<file path="config.mk">
export PLATFORM = sky130hd
export DESIGN_NAME = video_frame_ring_selector
export DESIGN_NICKNAME = d
export VERILOG_FILES = /design/src/rtl/vfrs_pkg.sv /design/src/rtl/vfrs_wrap_add.sv /design/src/rtl/vfrs_ring.sv /design/src/rtl/vfrs_seq.sv /design/src/rtl/video_frame_ring_selector.sv
export SDC_FILE = /design/constraint.sdc
export NUM_CORES = 1
export LEC_CHECK = 0
export BUFFER_PORTS_ARGS = -buffer_cell sky130_fd_sc_hd__buf_2
export CORE_MARGIN = 2
export CORE_UTILIZATION = 47
export CTS_BUF_LIST = sky130_fd_sc_hd__clkbuf_4
export CTS_CLUSTER_SIZE = 16
export DETAILED_ROUTE_END_ITERATION = 10
export MAX_ROUTING_LAYER = met4
export PLACE_DENSITY = 0.67
export SKIP_CTS_REPAIR_TIMING = 1
export SKIP_LAST_GASP = 1
export SLEW_MARGIN = 25
export SYNTH_ARGS = -nofsm -noshare
export SYNTH_HDL_FRONTEND = slang
export SYNTH_HIERARCHICAL = 1
export SYNTH_SLANG_ARGS = --single-unit
export TNS_END_PERCENT = 1
</file>
<file path="constraint.sdc">
create_clock -name clk -period 4.08 [get_ports clk]
set_clock_uncertainty 0.2 [all_clocks]
set_input_delay 0.408 -clock clk [delete_from_list [all_inputs] [get_ports clk]]
set_output_delay 0.408 -clock clk [all_outputs]
set_load 0.01 [all_outputs]
</file>
<file path="src/rtl/vfrs_pkg.sv">
// Video frame ring selector: shared types and constants.
// Used by every module under rtl; depends on nothing.
package vfrs_pkg;

  localparam int SLOT_W    = 4;
  localparam int FID_W     = 16;
  localparam int MAGIC_W   = 32;
  localparam int STATUS_W  = 8;
  localparam int LAG_W     = 4;
  localparam int COUNT_W   = 5;
  localparam int STEP_W    = 4;
  localparam int PROBE_W   = 3;
  localparam int CFG_IDX_W = 2;

  localparam logic [COUNT_W-1:0]   COUNT_MAX  = 5'd31;
  localparam logic [PROBE_W-1:0]   PROBE_LAST = 3'd4;
  localparam logic [MAGIC_W-1:0]   HEADER_MAGIC_RST = 32'hAAABACAD;
  localparam logic [MAGIC_W-1:0]   TAIL_MAGIC_RST   = 32'hFAFBFCFD;
  localparam logic [STATUS_W-1:0]  GOOD_STATUS_RST  = 8'h01;
  localparam logic [LAG_W-1:0]     DISPLAY_LAG_RST  = 4'd3;

  // Operation codes carried in the input beat
  localparam logic OP_FRAME_DONE = 1'b0;
  localparam logic OP_DISPLAY    = 1'b1;

  // Move from probe k to probe k+1: offsets 0, +1, -1, +2, -2 around the aim
  localparam logic signed [STEP_W-1:0] PROBE_STEP [4] = '{4'sd1, -4'sd2, 4'sd3, -4'sd4};
  localparam logic signed [STEP_W-1:0] STEP_BACK = -4'sd1;

  typedef enum logic [CFG_IDX_W-1:0] {
    CFG_HEADER_MAGIC = 2'd0,
    CFG_TAIL_MAGIC   = 2'd1,
    CFG_GOOD_STATUS  = 2'd2,
    CFG_DISPLAY_LAG  = 2'd3
  } cfg_idx_t;

  typedef enum logic [1:0] {
    ST_IDLE,
    ST_BASE,
    ST_PROBE,
    ST_DONE
  } vfrs_state_t;

  typedef struct packed {
    logic                operation;
    logic [FID_W-1:0]    source_frame_id;
    logic [MAGIC_W-1:0]  header_magic_seen;
    logic [MAGIC_W-1:0]  tail_magic_seen;
    logic [STATUS_W-1:0] tail_status_seen;
  } vfrs_in_t;

  typedef struct packed {
    logic [SLOT_W-1:0] armed_slot;
    logic              found;
    logic [SLOT_W-1:0] display_slot;
    logic [FID_W-1:0]  display_frame_id;
  } vfrs_out_t;

  // Frame-done write into the ring
  typedef struct packed {
    logic             commit;
    logic             good;
    logic [FID_W-1:0] fid;
  } ring_wr_t;

  // Slot entry seen at the probe address
  typedef struct packed {
    logic             ready;
    logic             good;
    logic [FID_W-1:0] fid;
  } ring_rd_t;

endpackage

</file>
<file path="src/rtl/vfrs_wrap_add.sv">
// Shared ring-index adder: slot index plus a small signed step, wrapped into the ring.
// Depends on vfrs_pkg.
module vfrs_wrap_add #(
  parameter int SLOTS = 5
) (
  input  logic [vfrs_pkg::SLOT_W-1:0]        slot_in,
  input  logic signed [vfrs_pkg::STEP_W-1:0] step,
  output logic [vfrs_pkg::SLOT_W-1:0]        slot_out
);
  import vfrs_pkg::*;

  localparam int SUM_W = SLOT_W + 2;
  localparam logic signed [SUM_W-1:0] SLOTS_S = SUM_W'(SLOTS);

  logic signed [SUM_W-1:0] sum;
  logic signed [SUM_W-1:0] wrapped;

  // One correction suffices: step magnitude stays below the ring size
  always_comb begin
    sum = $signed({2'b00, slot_in}) + SUM_W'(step);
    if (sum < 0) begin
      wrapped = sum + SLOTS_S;
    end else if (sum >= SLOTS_S) begin
      wrapped = sum - SLOTS_S;
    end else begin
      wrapped = sum;
    end
  end

  assign slot_out = wrapped[SLOT_W-1:0];

endmodule

</file>
<file path="src/rtl/vfrs_ring.sv">
// Slot ring state: ready marks, good flags, frame ids, armed slot, completion count.
// Depends on vfrs_pkg.
module vfrs_ring #(
  parameter int SLOTS = 5
) (
  input  logic                          clk,
  input  logic                          rst_n,
  input  vfrs_pkg::ring_wr_t            wr,
  input  logic [vfrs_pkg::SLOT_W-1:0]   rd_addr,
  output vfrs_pkg::ring_rd_t            rd,
  output logic [vfrs_pkg::SLOT_W-1:0]   active_slot,
  output logic [vfrs_pkg::COUNT_W-1:0]  completed_count
);
  import vfrs_pkg::*;

  localparam int IDX_W = (SLOTS > 1) ? $clog2(SLOTS) : 1;
  localparam logic [SLOT_W-1:0] LAST_SLOT = SLOT_W'(SLOTS - 1);

  logic             ready_r [SLOTS];
  logic             good_r  [SLOTS];
  logic [FID_W-1:0] fid_r   [SLOTS];
  logic [SLOT_W-1:0]  active_r;
  logic [COUNT_W-1:0] count_r;

  logic [SLOT_W-1:0] arm_slot;
  logic [IDX_W-1:0]  cur_i;
  logic [IDX_W-1:0]  nxt_i;
  logic [IDX_W-1:0]  rd_i;

  assign arm_slot = (active_r == LAST_SLOT) ? '0 : active_r + 1'b1;
  assign cur_i    = active_r[IDX_W-1:0];
  assign nxt_i    = arm_slot[IDX_W-1:0];
  assign rd_i     = rd_addr[IDX_W-1:0];

  // Frame done: mark current ready, arm the next slot
  always_ff @(posedge clk) begin
    if (!rst_n) begin
      for (int i = 0; i < SLOTS; i++) begin
        ready_r[i] <= 1'b0;
        fid_r[i]   <= '0;
      end
      active_r <= '0;
      count_r  <= '0;
    end else if (wr.commit) begin
      ready_r[cur_i] <= 1'b1;
      ready_r[nxt_i] <= 1'b0;
      fid_r[nxt_i]   <= wr.fid;
      active_r       <= arm_slot;
      if (count_r != COUNT_MAX) begin
        count_r <= count_r + 1'b1;
      end
    end
  end

  // Good flag only matters once the slot is ready, so no reset
  always_ff @(posedge clk) begin
    if (wr.commit) begin
      good_r[cur_i] <= wr.good;
    end
  end

  assign rd.ready        = ready_r[rd_i];
  assign rd.good         = good_r[rd_i];
  assign rd.fid          = fid_r[rd_i];
  assign active_slot     = active_r;
  assign completed_count = count_r;

  // Armed slot always lies inside the ring
  a_active_in_ring: assert property (@(posedge clk) disable iff (!rst_n)
    active_r <= LAST_SLOT)
    else $error("armed slot outside ring");

  // Counter holds once full
  a_count_sat: assert property (@(posedge clk) disable iff (!rst_n)
    (wr.commit && count_r == COUNT_MAX) |=> count_r == COUNT_MAX)
    else $error("completion counter wrapped");

  // Slot just completed reads ready on the next cycle
  a_done_marks_ready: assert property (@(posedge clk) disable iff (!rst_n)
    wr.commit |=> ready_r[$past(cur_i)])
    else $error("completed slot not marked ready");

endmodule

</file>
<file path="src/rtl/vfrs_seq.sv">
// Item sequencer: frame-done commit, aim stepping and candidate probing over the
// shared wrap adder. Depends on vfrs_pkg and vfrs_wrap_add.
module vfrs_seq #(
  parameter int SLOTS = 5
) (
  input  logic                          clk,
  input  logic                          rst_n,
  input  logic                          in_valid,
  output logic                          in_ready,
  input  logic                          operation,
  input  logic [vfrs_pkg::FID_W-1:0]    source_frame_id,
  input  logic                          frame_good,
  input  logic [vfrs_pkg::LAG_W-1:0]    display_lag,
  input  logic [vfrs_pkg::COUNT_W-1:0]  completed_count,
  input  logic [vfrs_pkg::SLOT_W-1:0]   active_slot,
  input  vfrs_pkg::ring_rd_t            rd,
  output logic [vfrs_pkg::SLOT_W-1:0]   rd_addr,
  output vfrs_pkg::ring_wr_t            wr,
  input  logic                          out_free,
  output logic                          res_load,
  output logic                          res_found,
  output logic [vfrs_pkg::SLOT_W-1:0]   res_slot,
  output logic [vfrs_pkg::FID_W-1:0]    res_fid
);
  import vfrs_pkg::*;

  vfrs_state_t        state_r, state_nxt;
  logic [SLOT_W-1:0]  acc_r, acc_nxt;
  logic [STEP_W-1:0]  step_r, step_nxt;
  logic [PROBE_W-1:0] k_r, k_nxt;
  logic               found_r, found_nxt;
  logic [FID_W-1:0]   fid_r, fid_nxt;

  logic               accept;
  logic               enough;
  logic               hit;
  logic signed [STEP_W-1:0] unit_step;
  logic [SLOT_W-1:0]  unit_out;

  assign accept = in_valid && in_ready;
  assign enough = completed_count >= ({1'b0, display_lag} + 5'd1);
  assign hit    = rd.ready && rd.good;

  // Shared adder: one step back while aiming, probe moves afterwards
  assign unit_step = (state_r == ST_BASE) ? STEP_BACK : PROBE_STEP[k_r[1:0]];

  vfrs_wrap_add #(.SLOTS(SLOTS)) u_add (
    .slot_in  (acc_r),
    .step     (unit_step),
    .slot_out (unit_out)
  );

  // Next state
  always_comb begin
    state_nxt = state_r;
    case (state_r)
      ST_IDLE: begin
        if (accept) begin
          state_nxt = (operation == OP_FRAME_DONE || !enough) ? ST_DONE : ST_BASE;
        end
      end
      ST_BASE: begin
        if (step_r == '0) begin
          state_nxt = ST_PROBE;
        end
      end
      ST_PROBE: begin
        if (hit || k_r == PROBE_LAST) begin
          state_nxt = ST_DONE;
        end
      end
      ST_DONE: begin
        if (out_free) begin
          state_nxt = ST_IDLE;
        end
      end
      default: state_nxt = ST_IDLE;
    endcase
  end

  // Control outputs
  always_comb begin
    in_ready  = (state_r == ST_IDLE);
    res_load  = (state_r == ST_DONE) && out_free;
    wr.commit = accept && (operation == OP_FRAME_DONE);
    wr.good   = frame_good;
    wr.fid    = source_frame_id;
  end

  // Datapath next values
  always_comb begin
    acc_nxt   = acc_r;
    step_nxt  = step_r;
    k_nxt     = k_r;
    found_nxt = found_r;
    fid_nxt   = fid_r;
    case (state_r)
      ST_IDLE: begin
        if (accept) begin
          acc_nxt   = active_slot;
          step_nxt  = display_lag;
          k_nxt     = '0;
          found_nxt = 1'b0;
        end
      end
      ST_BASE: begin
        acc_nxt  = unit_out;
        step_nxt = step_r - 1'b1;
      end
      ST_PROBE: begin
        if (hit) begin
          found_nxt = 1'b1;
          fid_nxt   = rd.fid;
        end else if (k_r != PROBE_LAST) begin
          acc_nxt = unit_out;
          k_nxt   = k_r + 1'b1;
        end
      end
      default: begin
      end
    endcase
  end

  always_ff @(posedge clk) begin
    if (!rst_n) begin
      state_r <= ST_IDLE;
      found_r <= 1'b0;
    end else begin
      state_r <= state_nxt;
      found_r <= found_nxt;
    end
  end

  always_ff @(posedge clk) begin
    acc_r  <= acc_nxt;
    step_r <= step_nxt;
    k_r    <= k_nxt;
    fid_r  <= fid_nxt;
  end

  assign rd_addr   = acc_r;
  assign res_found = found_r;
  assign res_slot  = found_r ? acc_r : '0;
  assign res_fid   = found_r ? fid_r : '0;

  // Probe count never passes the last candidate
  a_probe_bound: assert property (@(posedge clk) disable iff (!rst_n)
    (state_r == ST_PROBE) |-> (k_r <= PROBE_LAST))
    else $error("probe index past last candidate");

  // Probe address stays inside the ring
  a_probe_in_ring: assert property (@(posedge clk) disable iff (!rst_n)
    (state_r == ST_PROBE) |-> (acc_r < SLOT_W'(SLOTS)))
    else $error("probe address outside ring");

  // A hit ends the search with a found result
  a_hit_found: assert property (@(posedge clk) disable iff (!rst_n)
    (state_r == ST_PROBE && hit) |=> (state_r == ST_DONE && found_r))
    else $error("hit not reported");

  // A frame-done beat never reports a found slot
  a_commit_not_found: assert property (@(posedge clk) disable iff (!rst_n)
    wr.commit |=> (state_r == ST_DONE && !found_r))
    else $error("frame-done result marked found");

endmodule

</file>
<file path="src/rtl/video_frame_ring_selector.sv">
// Video frame ring selector top level: config registers, frame check, result register.
// Depends on vfrs_pkg, vfrs_ring, vfrs_seq (and vfrs_wrap_add through it).
//
//  channel | ports                          | beat
//  --------+--------------------------------+-------------------------------------
//  in      | in_valid  in_ready  in_data    | frame-done event or display request
//  out     | out_valid out_ready out_data   | armed slot and display choice
//  cfg     | cfg_valid cfg_ready cfg_index  | register write, always taken
//          | cfg_data                       |
//
// A frame-done beat goes straight to the final state, as does a display request when
// too few frames have completed; else the shared wrap adder steps back from the armed
// slot one slot at a time to the aim, then makes up to 5 probes, one probe a cycle.
// Input is refused while an item is in progress; a stalled result holds the block
// in its final state. Synchronous active-low reset clears the ring but its good flags.
module video_frame_ring_selector #(
  parameter int SLOTS = 5
) (
  input  logic                              clk,
  input  logic                              rst_n,
  input  logic                              in_valid,
  output logic                              in_ready,
  input  vfrs_pkg::vfrs_in_t                in_data,
  output logic                              out_valid,
  input  logic                              out_ready,
  output vfrs_pkg::vfrs_out_t               out_data,
  input  logic                              cfg_valid,
  output logic                              cfg_ready,
  input  logic [vfrs_pkg::CFG_IDX_W-1:0]    cfg_index,
  input  logic [vfrs_pkg::MAGIC_W-1:0]      cfg_data
);
  import vfrs_pkg::*;

  logic [MAGIC_W-1:0]  header_magic_r;
  logic [MAGIC_W-1:0]  tail_magic_r;
  logic [STATUS_W-1:0] good_status_r;
  logic [LAG_W-1:0]    display_lag_r;

  logic               frame_good;
  ring_wr_t           wr;
  ring_rd_t           rd;
  logic [SLOT_W-1:0]  rd_addr;
  logic [SLOT_W-1:0]  active_slot;
  logic [COUNT_W-1:0] completed_count;
  logic               out_free;
  logic               res_load;
  logic               res_found;
  logic [SLOT_W-1:0]  res_slot;
  logic [FID_W-1:0]   res_fid;

  logic      out_valid_r;
  vfrs_out_t out_data_r;

  // Config writes
  assign cfg_ready = 1'b1;

  always_ff @(posedge clk) begin
    if (!rst_n) begin
      header_magic_r <= HEADER_MAGIC_RST;
      tail_magic_r   <= TAIL_MAGIC_RST;
      good_status_r  <= GOOD_STATUS_RST;
      display_lag_r  <= DISPLAY_LAG_RST;
    end else if (cfg_valid && cfg_ready) begin
      case (cfg_idx_t'(cfg_index))
        CFG_HEADER_MAGIC: header_magic_r <= cfg_data;
        CFG_TAIL_MAGIC:   tail_magic_r   <= cfg_data;
        CFG_GOOD_STATUS:  good_status_r  <= cfg_data[STATUS_W-1:0];
        CFG_DISPLAY_LAG:  display_lag_r  <= cfg_data[LAG_W-1:0];
        default: begin
        end
      endcase
    end
  end

  // Frame check: header magic, tail magic and tail status
  assign frame_good = (in_data.header_magic_seen == header_magic_r) &&
                      (in_data.tail_magic_seen   == tail_magic_r) &&
                      (in_data.tail_status_seen  == good_status_r);

  vfrs_ring #(.SLOTS(SLOTS)) u_ring (
    .clk             (clk),
    .rst_n           (rst_n),
    .wr              (wr),
    .rd_addr         (rd_addr),
    .rd              (rd),
    .active_slot     (active_slot),
    .completed_count (completed_count)
  );

  vfrs_seq #(.SLOTS(SLOTS)) u_seq (
    .clk             (clk),
    .rst_n           (rst_n),
    .in_valid        (in_valid),
    .in_ready        (in_ready),
    .operation       (in_data.operation),
    .source_frame_id (in_data.source_frame_id),
    .frame_good      (frame_good),
    .display_lag     (display_lag_r),
    .completed_count (completed_count),
    .active_slot     (active_slot),
    .rd              (rd),
    .rd_addr         (rd_addr),
    .wr              (wr),
    .out_free        (out_free),
    .res_load        (res_load),
    .res_found       (res_found),
    .res_slot        (res_slot),
    .res_fid         (res_fid)
  );

  // Result register
  assign out_free = !out_valid_r || out_ready;

  always_ff @(posedge clk) begin
    if (!rst_n) begin
      out_valid_r <= 1'b0;
    end else if (res_load) begin
      out_valid_r <= 1'b1;
    end else if (out_ready) begin
      out_valid_r <= 1'b0;
    end
  end

  always_ff @(posedge clk) begin
    if (res_load) begin
      out_data_r.armed_slot       <= active_slot;
      out_data_r.found            <= res_found;
      out_data_r.display_slot     <= res_slot;
      out_data_r.display_frame_id <= res_fid;
    end
  end

  assign out_valid = out_valid_r;
  assign out_data  = out_data_r;

  // A not-found result carries zero slot and id
  a_not_found_zero: assert property (@(posedge clk) disable iff (!rst_n)
    (out_valid_r && !out_data_r.found) |->
      (out_data_r.display_slot == '0 && out_data_r.display_frame_id == '0))
    else $error("not-found result with nonzero slot or id");

  // Input is never taken while a result is being loaded
  a_no_overlap: assert property (@(posedge clk) disable iff (!rst_n)
    res_load |-> !in_ready)
    else $error("input taken during result load");

  // Armed slot reported lies inside the ring
  a_armed_in_ring: assert property (@(posedge clk) disable iff (!rst_n)
    out_valid_r |-> (out_data_r.armed_slot < SLOT_W'(SLOTS)))
    else $error("armed slot outside ring");

endmodule

</file>
Word-level counts from Yosys, hierarchy flattened
Memories as Yosys holds them, arrays and structs flattened. A register that Yosys moved wholly into a read port is not among the register bits.
Index checks and enable logic that the tools add are counted.
Widths: inputs -> output; s select.
{"block": "totals", "register_bits": 125, "mem_bits_rw": 90, "out_inout_bits": 28, "n_memories": 3}
{"block": "classes", "addsub": 8, "order_cmp": 4, "n_eq_ne": 20, "n_mux": 44, "n_bitwise": 2, "reduce_logical": 32}
{"memory": "u_ring.fid_r", "depth": 5, "width": 16, "rd": 1, "rd_ports_with_merged_regs": 1, "write_ports": 5, "line": "vfrs_ring.sv:21", "text": "logic [FID_W-1:0] fid_r [SLOTS];"}
{"memory": "u_ring.good_r", "depth": 5, "width": 1, "rd": 1, "rd_ports_with_merged_regs": 1, "write_ports": 1, "line": "vfrs_ring.sv:20", "text": "logic good_r [SLOTS];"}
{"memory": "u_ring.ready_r", "depth": 5, "width": 1, "rd": 1, "rd_ports_with_merged_regs": 1, "write_ports": 5, "line": "vfrs_ring.sv:19", "text": "logic ready_r [SLOTS];"}
{"op": "$eq 32x32->1", "count": 2}
{"op": "$mux 4", "count": 10}
{"op": "$mux 3", "count": 8}
{"op": "$mux 16", "count": 1}
{"op": "$reduce_or 16->1", "count": 1}
{"op": "$mux 1", "count": 14}
{"op": "$reduce_and 2->1", "count": 7}
{"op": "$pmux 4 s3", "count": 1}
{"op": "$reduce_and 4->1", "count": 3}
{"op": "$mux 2", "count": 5}
{"op": "$bmux 4 s2", "count": 1}
{"op": "$eq 2x2->1 const B", "count": 4}
{"op": "$eq 8x8->1", "count": 1}
{"op": "$ne 2x1->1 const B", "count": 4}
{"op": "$pmux 2 s4", "count": 1}
{"op": "$pmux 4 s2", "count": 1}
{"op": "$add 5x4->6", "count": 1}
{"op": "$ge 6x4->1 const B", "count": 1}
{"op": "$logic_and 1x1->1", "count": 6}
{"op": "$lt 6x1->1 const B", "count": 1}
{"op": "$ne 2x2->1 const B", "count": 3}
{"op": "$pmux 3 s2", "count": 1}
{"op": "$reduce_bool 2->1", "count": 3}
{"op": "$add 4x1->5 const B", "count": 1}
{"op": "other kinds (23)", "count": 29}

Logic depth before layout (Yosys ltp)
{"block": "logic_depth", "depth_word": 13, "ltp_mapped": 14, "ltp_nobuf": 13}

By module
The synthesis kept the hierarchy.
{"mod": "vfrs_ring", "instances": 1, "cells_each": 390, "area_each_um2": 6610.1, "seq_area_each_um2": 4334.2}
{"mod": "video_frame_ring_selector", "instances": 1, "cells_each": 458, "area_each_um2": 4294.1, "seq_area_each_um2": 2292.2}
{"mod": "vfrs_seq", "instances": 1, "cells_each": 153, "area_each_um2": 1726.7, "seq_area_each_um2": 870.8}
{"mod": "vfrs_wrap_add", "instances": 1, "cells_each": 44, "area_each_um2": 395.4, "seq_area_each_um2": 0.0}

Least setup slack after synthesis
OpenSTA, ideal clock, no wires.
{"block": "synth_timing", "kind": "register to register", "start": "register u_seq.state_r[1]", "end": "register u_seq.acc_r[1], in the netlist u_seq/rd_addr[1], data pin", "arrival_ns": 3.347, "path_slack_ns": 0.273, "path_stages_with_launch": 15, "period_less_slack_ns": 3.807, "cell_sequence": "dfxtp_1 -> inv_1 -> ha_1 -> clkbuf_1 -> or3_1 -> ha_1 -> fa_1 -> inv_1 -> ha_1 -> nand2b_1 -> a32o_1 -> a211oi_4 -> mux2i_1 -> mux2_4 -> mux2_2"}
{"block": "synth_via", "elab_chain_cells": 9}
{"element": "from (decl)", "line": "vfrs_seq.sv:27", "text": "vfrs_state_t state_r, state_nxt;"}
{"element": "from (signal assigned)", "line": "vfrs_seq.sv:129", "text": "state_r <= state_nxt;"}
{"element": "$eq 2x1->1 *", "line": "vfrs_seq.sv:45", "text": "assign unit_step = (state_r == ST_BASE) ? STEP_BACK : PROBE_STEP[k_r[1:0]];"}
{"element": "$mux 4 *", "line": "vfrs_seq.sv:45"}
{"element": "net u_seq.unit_step[0]", "line": "vfrs_seq.sv:37", "text": "logic signed [STEP_W-1:0] unit_step;"}
{"element": "$add 5x4->6 *", "line": "vfrs_wrap_add.sv:20", "text": "sum = $signed({2'b00, slot_in}) + SUM_W'(step);"}
{"element": "$ge 6x4->1 or $sub 4x4->4 (tied branches)", "line": "vfrs_wrap_add.sv:23, vfrs_wrap_add.sv:24"}
{"element": "$mux 4", "line": "vfrs_wrap_add.sv:23", "text": "end else if (sum >= SLOTS_S) begin"}
{"element": "$mux 4 *", "line": "vfrs_wrap_add.sv:21", "text": "if (sum < 0) begin"}
{"element": "net u_seq.unit_out[1]", "line": "vfrs_seq.sv:38", "text": "logic [SLOT_W-1:0] unit_out;"}
{"element": "$mux 4", "line": "vfrs_seq.sv:114", "text": "end else if (k_r != PROBE_LAST) begin"}
{"element": "$mux 4", "line": "vfrs_seq.sv:111", "text": "if (hit) begin"}
{"element": "$pmux 4 s3 *", "line": "vfrs_seq.sv:97", "text": "case (state_r)"}
{"element": "net u_seq.acc_nxt[1]", "line": "vfrs_seq.sv:28", "text": "logic [SLOT_W-1:0] acc_r, acc_nxt;"}
{"element": "to (signal assigned)", "line": "vfrs_seq.sv:135", "text": "acc_r <= acc_nxt;"}
{"element": "to (decl)", "line": "vfrs_seq.sv:28"}
Mark *: on every way through the listed nets, which the timed path passes. The rest lies on a longest branch. The select of a mux whose other input is x is not followed.
A chain may end at the register's enable or synchronous reset.

Final worst setup path
{"block": "layout_timing", "start": "register u_seq.k_r[0]", "end": "register u_seq.acc_r[1], in the netlist u_seq/rd_addr[1], data pin"}
{"block": "layout_via", "elab_chain_cells": 12}
{"element": "from (decl)", "line": "vfrs_seq.sv:30", "text": "logic [PROBE_W-1:0] k_r, k_nxt;"}
{"element": "from (signal assigned)", "line": "vfrs_seq.sv:137", "text": "k_r <= k_nxt;"}
{"element": "$not 2->3 (implied by the code) *", "line": "vfrs_seq.sv:45"}
{"element": "$bmux 4 s2 *", "line": "vfrs_seq.sv:45"}
{"element": "$mux 4 (implied by the code) * (2 in a row)", "line": "vfrs_seq.sv:45"}
{"element": "$mux 4 *", "line": "vfrs_seq.sv:45"}
{"element": "net u_seq.unit_step[0]", "line": "vfrs_seq.sv:37"}
{"element": "$add 5x4->6 *", "line": "vfrs_wrap_add.sv:20"}
{"element": "$ge 6x4->1 or $sub 4x4->4 (tied branches)", "line": "vfrs_wrap_add.sv:23, vfrs_wrap_add.sv:24"}
{"element": "$mux 4", "line": "vfrs_wrap_add.sv:23"}
{"element": "$mux 4 *", "line": "vfrs_wrap_add.sv:21"}
{"element": "net u_seq.unit_out[1]", "line": "vfrs_seq.sv:38"}
{"element": "$mux 4", "line": "vfrs_seq.sv:114"}
{"element": "$mux 4", "line": "vfrs_seq.sv:111"}
{"element": "$pmux 4 s3 *", "line": "vfrs_seq.sv:97"}
{"element": "net u_seq.acc_nxt[1]", "line": "vfrs_seq.sv:28"}
Marked as above.

==> metrics.txt <==
vias per std cell 5.10; worst min-delay path startpoint cfg_valid; cells after synthesis 1045; slew at the pin closest to its max-slew limit 1050 ps; crit-path most repeated cell sky130_fd_sc_hd__ha_1; sequential share of power 0.408; kind of end point of the critical path register; post-synthesis to final-layout area growth 19.8%; worst endpoint required time 4300 ps; most frequent standard cell in the layout excluding fill and tap cells sky130_fd_sc_hd__edfxtp_1; Synth cell types 66; die width 170 um; insertion delay of the later-clocked pin in the worst-skew pair 690 ps; global placement routability congestion 0.816; Worst Setup Path Type reg -> reg; Slowest Stage Delay on Critical Path 600 ps; # port buffers 154; largest net degree at the start of global routing 90; clock tree buffer depth 3; Net Count, Synth 1202; family with the most delay on the worst path adder cells; clock-pin slew reported for the worst setup and hold paths after clock tree synthesis 80 ps; number of antenna violations at the first check in global routing 5; Routed Antenna Nets 0; cell-by-cell listing of the critical path inv_1 > ha_1 > or3_1 > ha_1 > fa_1 > inv_1 > ha_1 > nand2b_1 > a32o_1 > a211oi_4 > mux2i_1 > mux2_4 > mux2_2; number of H-tree branching levels 3; grt ovf 0; combinational fraction of design power 0.308; result of the run finished, final reports clean; total routing resource utilization after global routing 0.210; share of flip-flops with an asynchronous set or reset 0; number of fill cells 2270; final setup violating endpoints 0; Max-Cap Viols 0; EDFF count, synth 185; die outline area 29100 um2; highest-count cells in the layout ignoring fill and taps sky130_fd_sc_hd__edfxtp_1 (185), sky130_fd_sc_hd__nand2_1 (158), sky130_fd_sc_hd__buf_2 (154), sky130_fd_sc_hd__and2_1 (106), sky130_fd_sc_hd__clkbuf_4 (104); highest clock frequency the design can meet 0.257 GHz; TritonCTS clock tree done; Max FO, Critical Path 5; net total in the final layout 1448; Hold Crit Endpoint header_magic_r[2]; leakage power of the design 6.24 nW; placed cell areas 14100 um2; share of final-layout standard cells stronger than drive strength 1 0.260; CTS Buf Count 73; DRC violations left 0; Synth Cell Area 13000 um2; Relative slew margins 0.300; share of power burned in the clock network 0.284; NetSw 2.58 mW; number of optimization iterations in the first detailed-route pass 7; dominant register cell in the synthesized netlist sky130_fd_sc_hd__edfxtp_1; share of the clock period used by the worst path after layout 0.953; buffering stage count on the worst path with inverters included 2; global-route wire length before repair 45.5 mm; maximum vdd ir drop 294 uV; via total after detailed routing 8728; cell type of the slowest stage on the worst timing path sky130_fd_sc_hd__fa_1; post-route cell area 15600 um2; Clk Tree Root Cell sky130_fd_sc_hd__clkbuf_4; per-cell routed wire length 17.2 um; Hold Violations, Final 0; Hold/Removal Path Class in -> reg; FF-to-FF Start u_seq/k_r[0]; switch share 0.305; fraction of the yosys area taken by sequential cells 0.576; number of clock sinks 282; arrival time at the worst endpoint 4110 ps; final slew viol count 0; effective utilization at floorplan 0.481; total stage count of the critical path 13; Mapped Avg Cell Area 12.5 um2; number of cells traversed by the worst hold path 4; vias in the first global route 8656; core region area 27100 um2; flop and latch count out of synthesis 282; power density normalized to cell area 542 nW/um2; startpoint types register; post-layout minimum cycle time 3890 ps; die outline height 170 um; setup repair after global routing missed its margin false; DRT iter0 DRCs 587; standard-cell rows 60; Top Ports 156; final total negative setup slack 0 ps; Worst Reg2Reg Path Length in Cells 13; slack of the worst reg-to-reg path 190 ps; internal cell power 5.88 mW; Yosys Warn Count 6; sum of routed wire length over all layers 29.4 mm; RR Endpoint u_seq/rd_addr[1]; Post-Route Hold Slack 53.2 ps; post-DP HPWL 19.2 mm
## registers in the layout, summed over array words and instances, names as in the netlist, 5 cells and up
register / cells
good_status_r: 8
u_ring/ready_r: 8
header_magic_r: 32
u_ring/fid_r: 128
u_seq/fid_r: 16
u_ring/completed_count: 5
u_ring/good_r: 5
out_data: 25
tail_magic_r: 32
## tightest hold or removal path, delay by kind of cell
kind	cells	cell delay (ps)
AND/OR/NAND/NOR	3	320
buffers and inverters	1	130
## worst max path at each step
stage          slack [ps]              from                to
2_1_floorplan         270  u_seq/state_r[1]  u_seq/rd_addr[1]
3_3_place_gp          310  u_seq/state_r[1]  u_seq/rd_addr[1]
3_5_place_dp          200  u_seq/state_r[1]  u_seq/rd_addr[1]
4_1_cts               200  u_seq/state_r[1]  u_seq/rd_addr[1]
5_1_grt                20  u_seq/state_r[1]  u_seq/rd_addr[1]
6_report              190      u_seq/k_r[0]  u_seq/rd_addr[1]
## power by group through the flow
stage | logic (mW) | clock network [mW] | registers, mW
floorplan | 1.96 | 0 | 3.49
global placement | 2.45 | 0 | 3.50
detailed placement | 2.53 | 0 | 3.51
CTS | 2.56 | 2.49 | 3.45
global route | 2.83 | 2.64 | 3.47
finish | 2.60 | 2.40 | 3.45
## final cells by class
| cell class | instances | area (um2) | share of cell area |
|---|---|---|---|
| Multi-Input combinational cell | 677 | 5100 | 0.327 |
| Tap cell | 372 | 465 | 0.0298 |
| Sequential cell | 282 | 7500 | 0.481 |
| Timing Repair Buffer | 237 | 1540 | 0.0987 |
| Clock buffer | 104 | 781 | 0.0500 |
| Inverter | 20 | 75.1 | 0.00481 |
| Clock inverter | 16 | 131 | 0.00842 |
| Antenna cell | 5 | 12.5 | 0.000802 |
## layer usage
metal	vias up	wire, um	global-route usage	share of wire
met5	-	0	-	0
met4	0	471	0.0680	0.016
met3	42	1920	0.0591	0.065
met2	295	14100	0.324	0.48
met1	4138	13000	0.269	0.44
li1	4253	-	-	-
## synthesized netlist by cell type (20+ instances only)
| cell type | n | area, um2 |
|---|---|---|
| sky130_fd_sc_hd__nand3_1 | 51 | 255 |
| sky130_fd_sc_hd__nand2_1 | 158 | 593 |
| sky130_fd_sc_hd__edfxtp_1 | 185 | 5560 |
| sky130_fd_sc_hd__inv_1 | 20 | 75.1 |
| sky130_fd_sc_hd__xor2_1 | 20 | 175 |
| sky130_fd_sc_hd__and2_1 | 106 | 663 |
| sky130_fd_sc_hd__dfxtp_1 | 97 | 1940 |
| sky130_fd_sc_hd__xnor2_1 | 64 | 561 |
| sky130_fd_sc_hd__nor2_1 | 23 | 86.3 |
| sky130_fd_sc_hd__mux4_1 | 28 | 736 |
| sky130_fd_sc_hd__mux2_2 | 22 | 248 |
| sky130_fd_sc_hd__ha_1 | 28 | 350 |
| sky130_fd_sc_hd__clkbuf_1 | 23 | 86.3 |
| sky130_fd_sc_hd__a21boi_1 | 23 | 173 |
## cell families after synthesis
family | after synthesis | synth area share
muxes | 66 | 0.0949
xor gates and xnor gates | 84 | 0.0565
adders and majority gates | 29 | 0.0284
buffers and inverters | 86 | 0.0343
and+or+nand+nor | 415 | 0.164
AOI/OAI and AO/OA | 82 | 0.0460
DFF | 282 | 0.576
other | 1 | 0.000288
## through the flow
| stage | setup WS [ps] | power (mW) | cells | util |
|---|---|---|---|---|
| 6_report | 193 | 8.46 | 1713 | 0.576 |
| 5_1_grt | 16.9 | 8.94 | 1713 | 0.576 |
| 4_1_cts | 195 | 8.49 | 1653 | 0.555 |
| 3_5_place_dp | 200 | 6.05 | 1533 | 0.521 |
| 3_3_place_gp | 305 | 5.96 | 1532 | 0.521 |
| 2_1_floorplan | 273 | 5.45 | 1045 | - |
(Power assumes the default switching activity.)
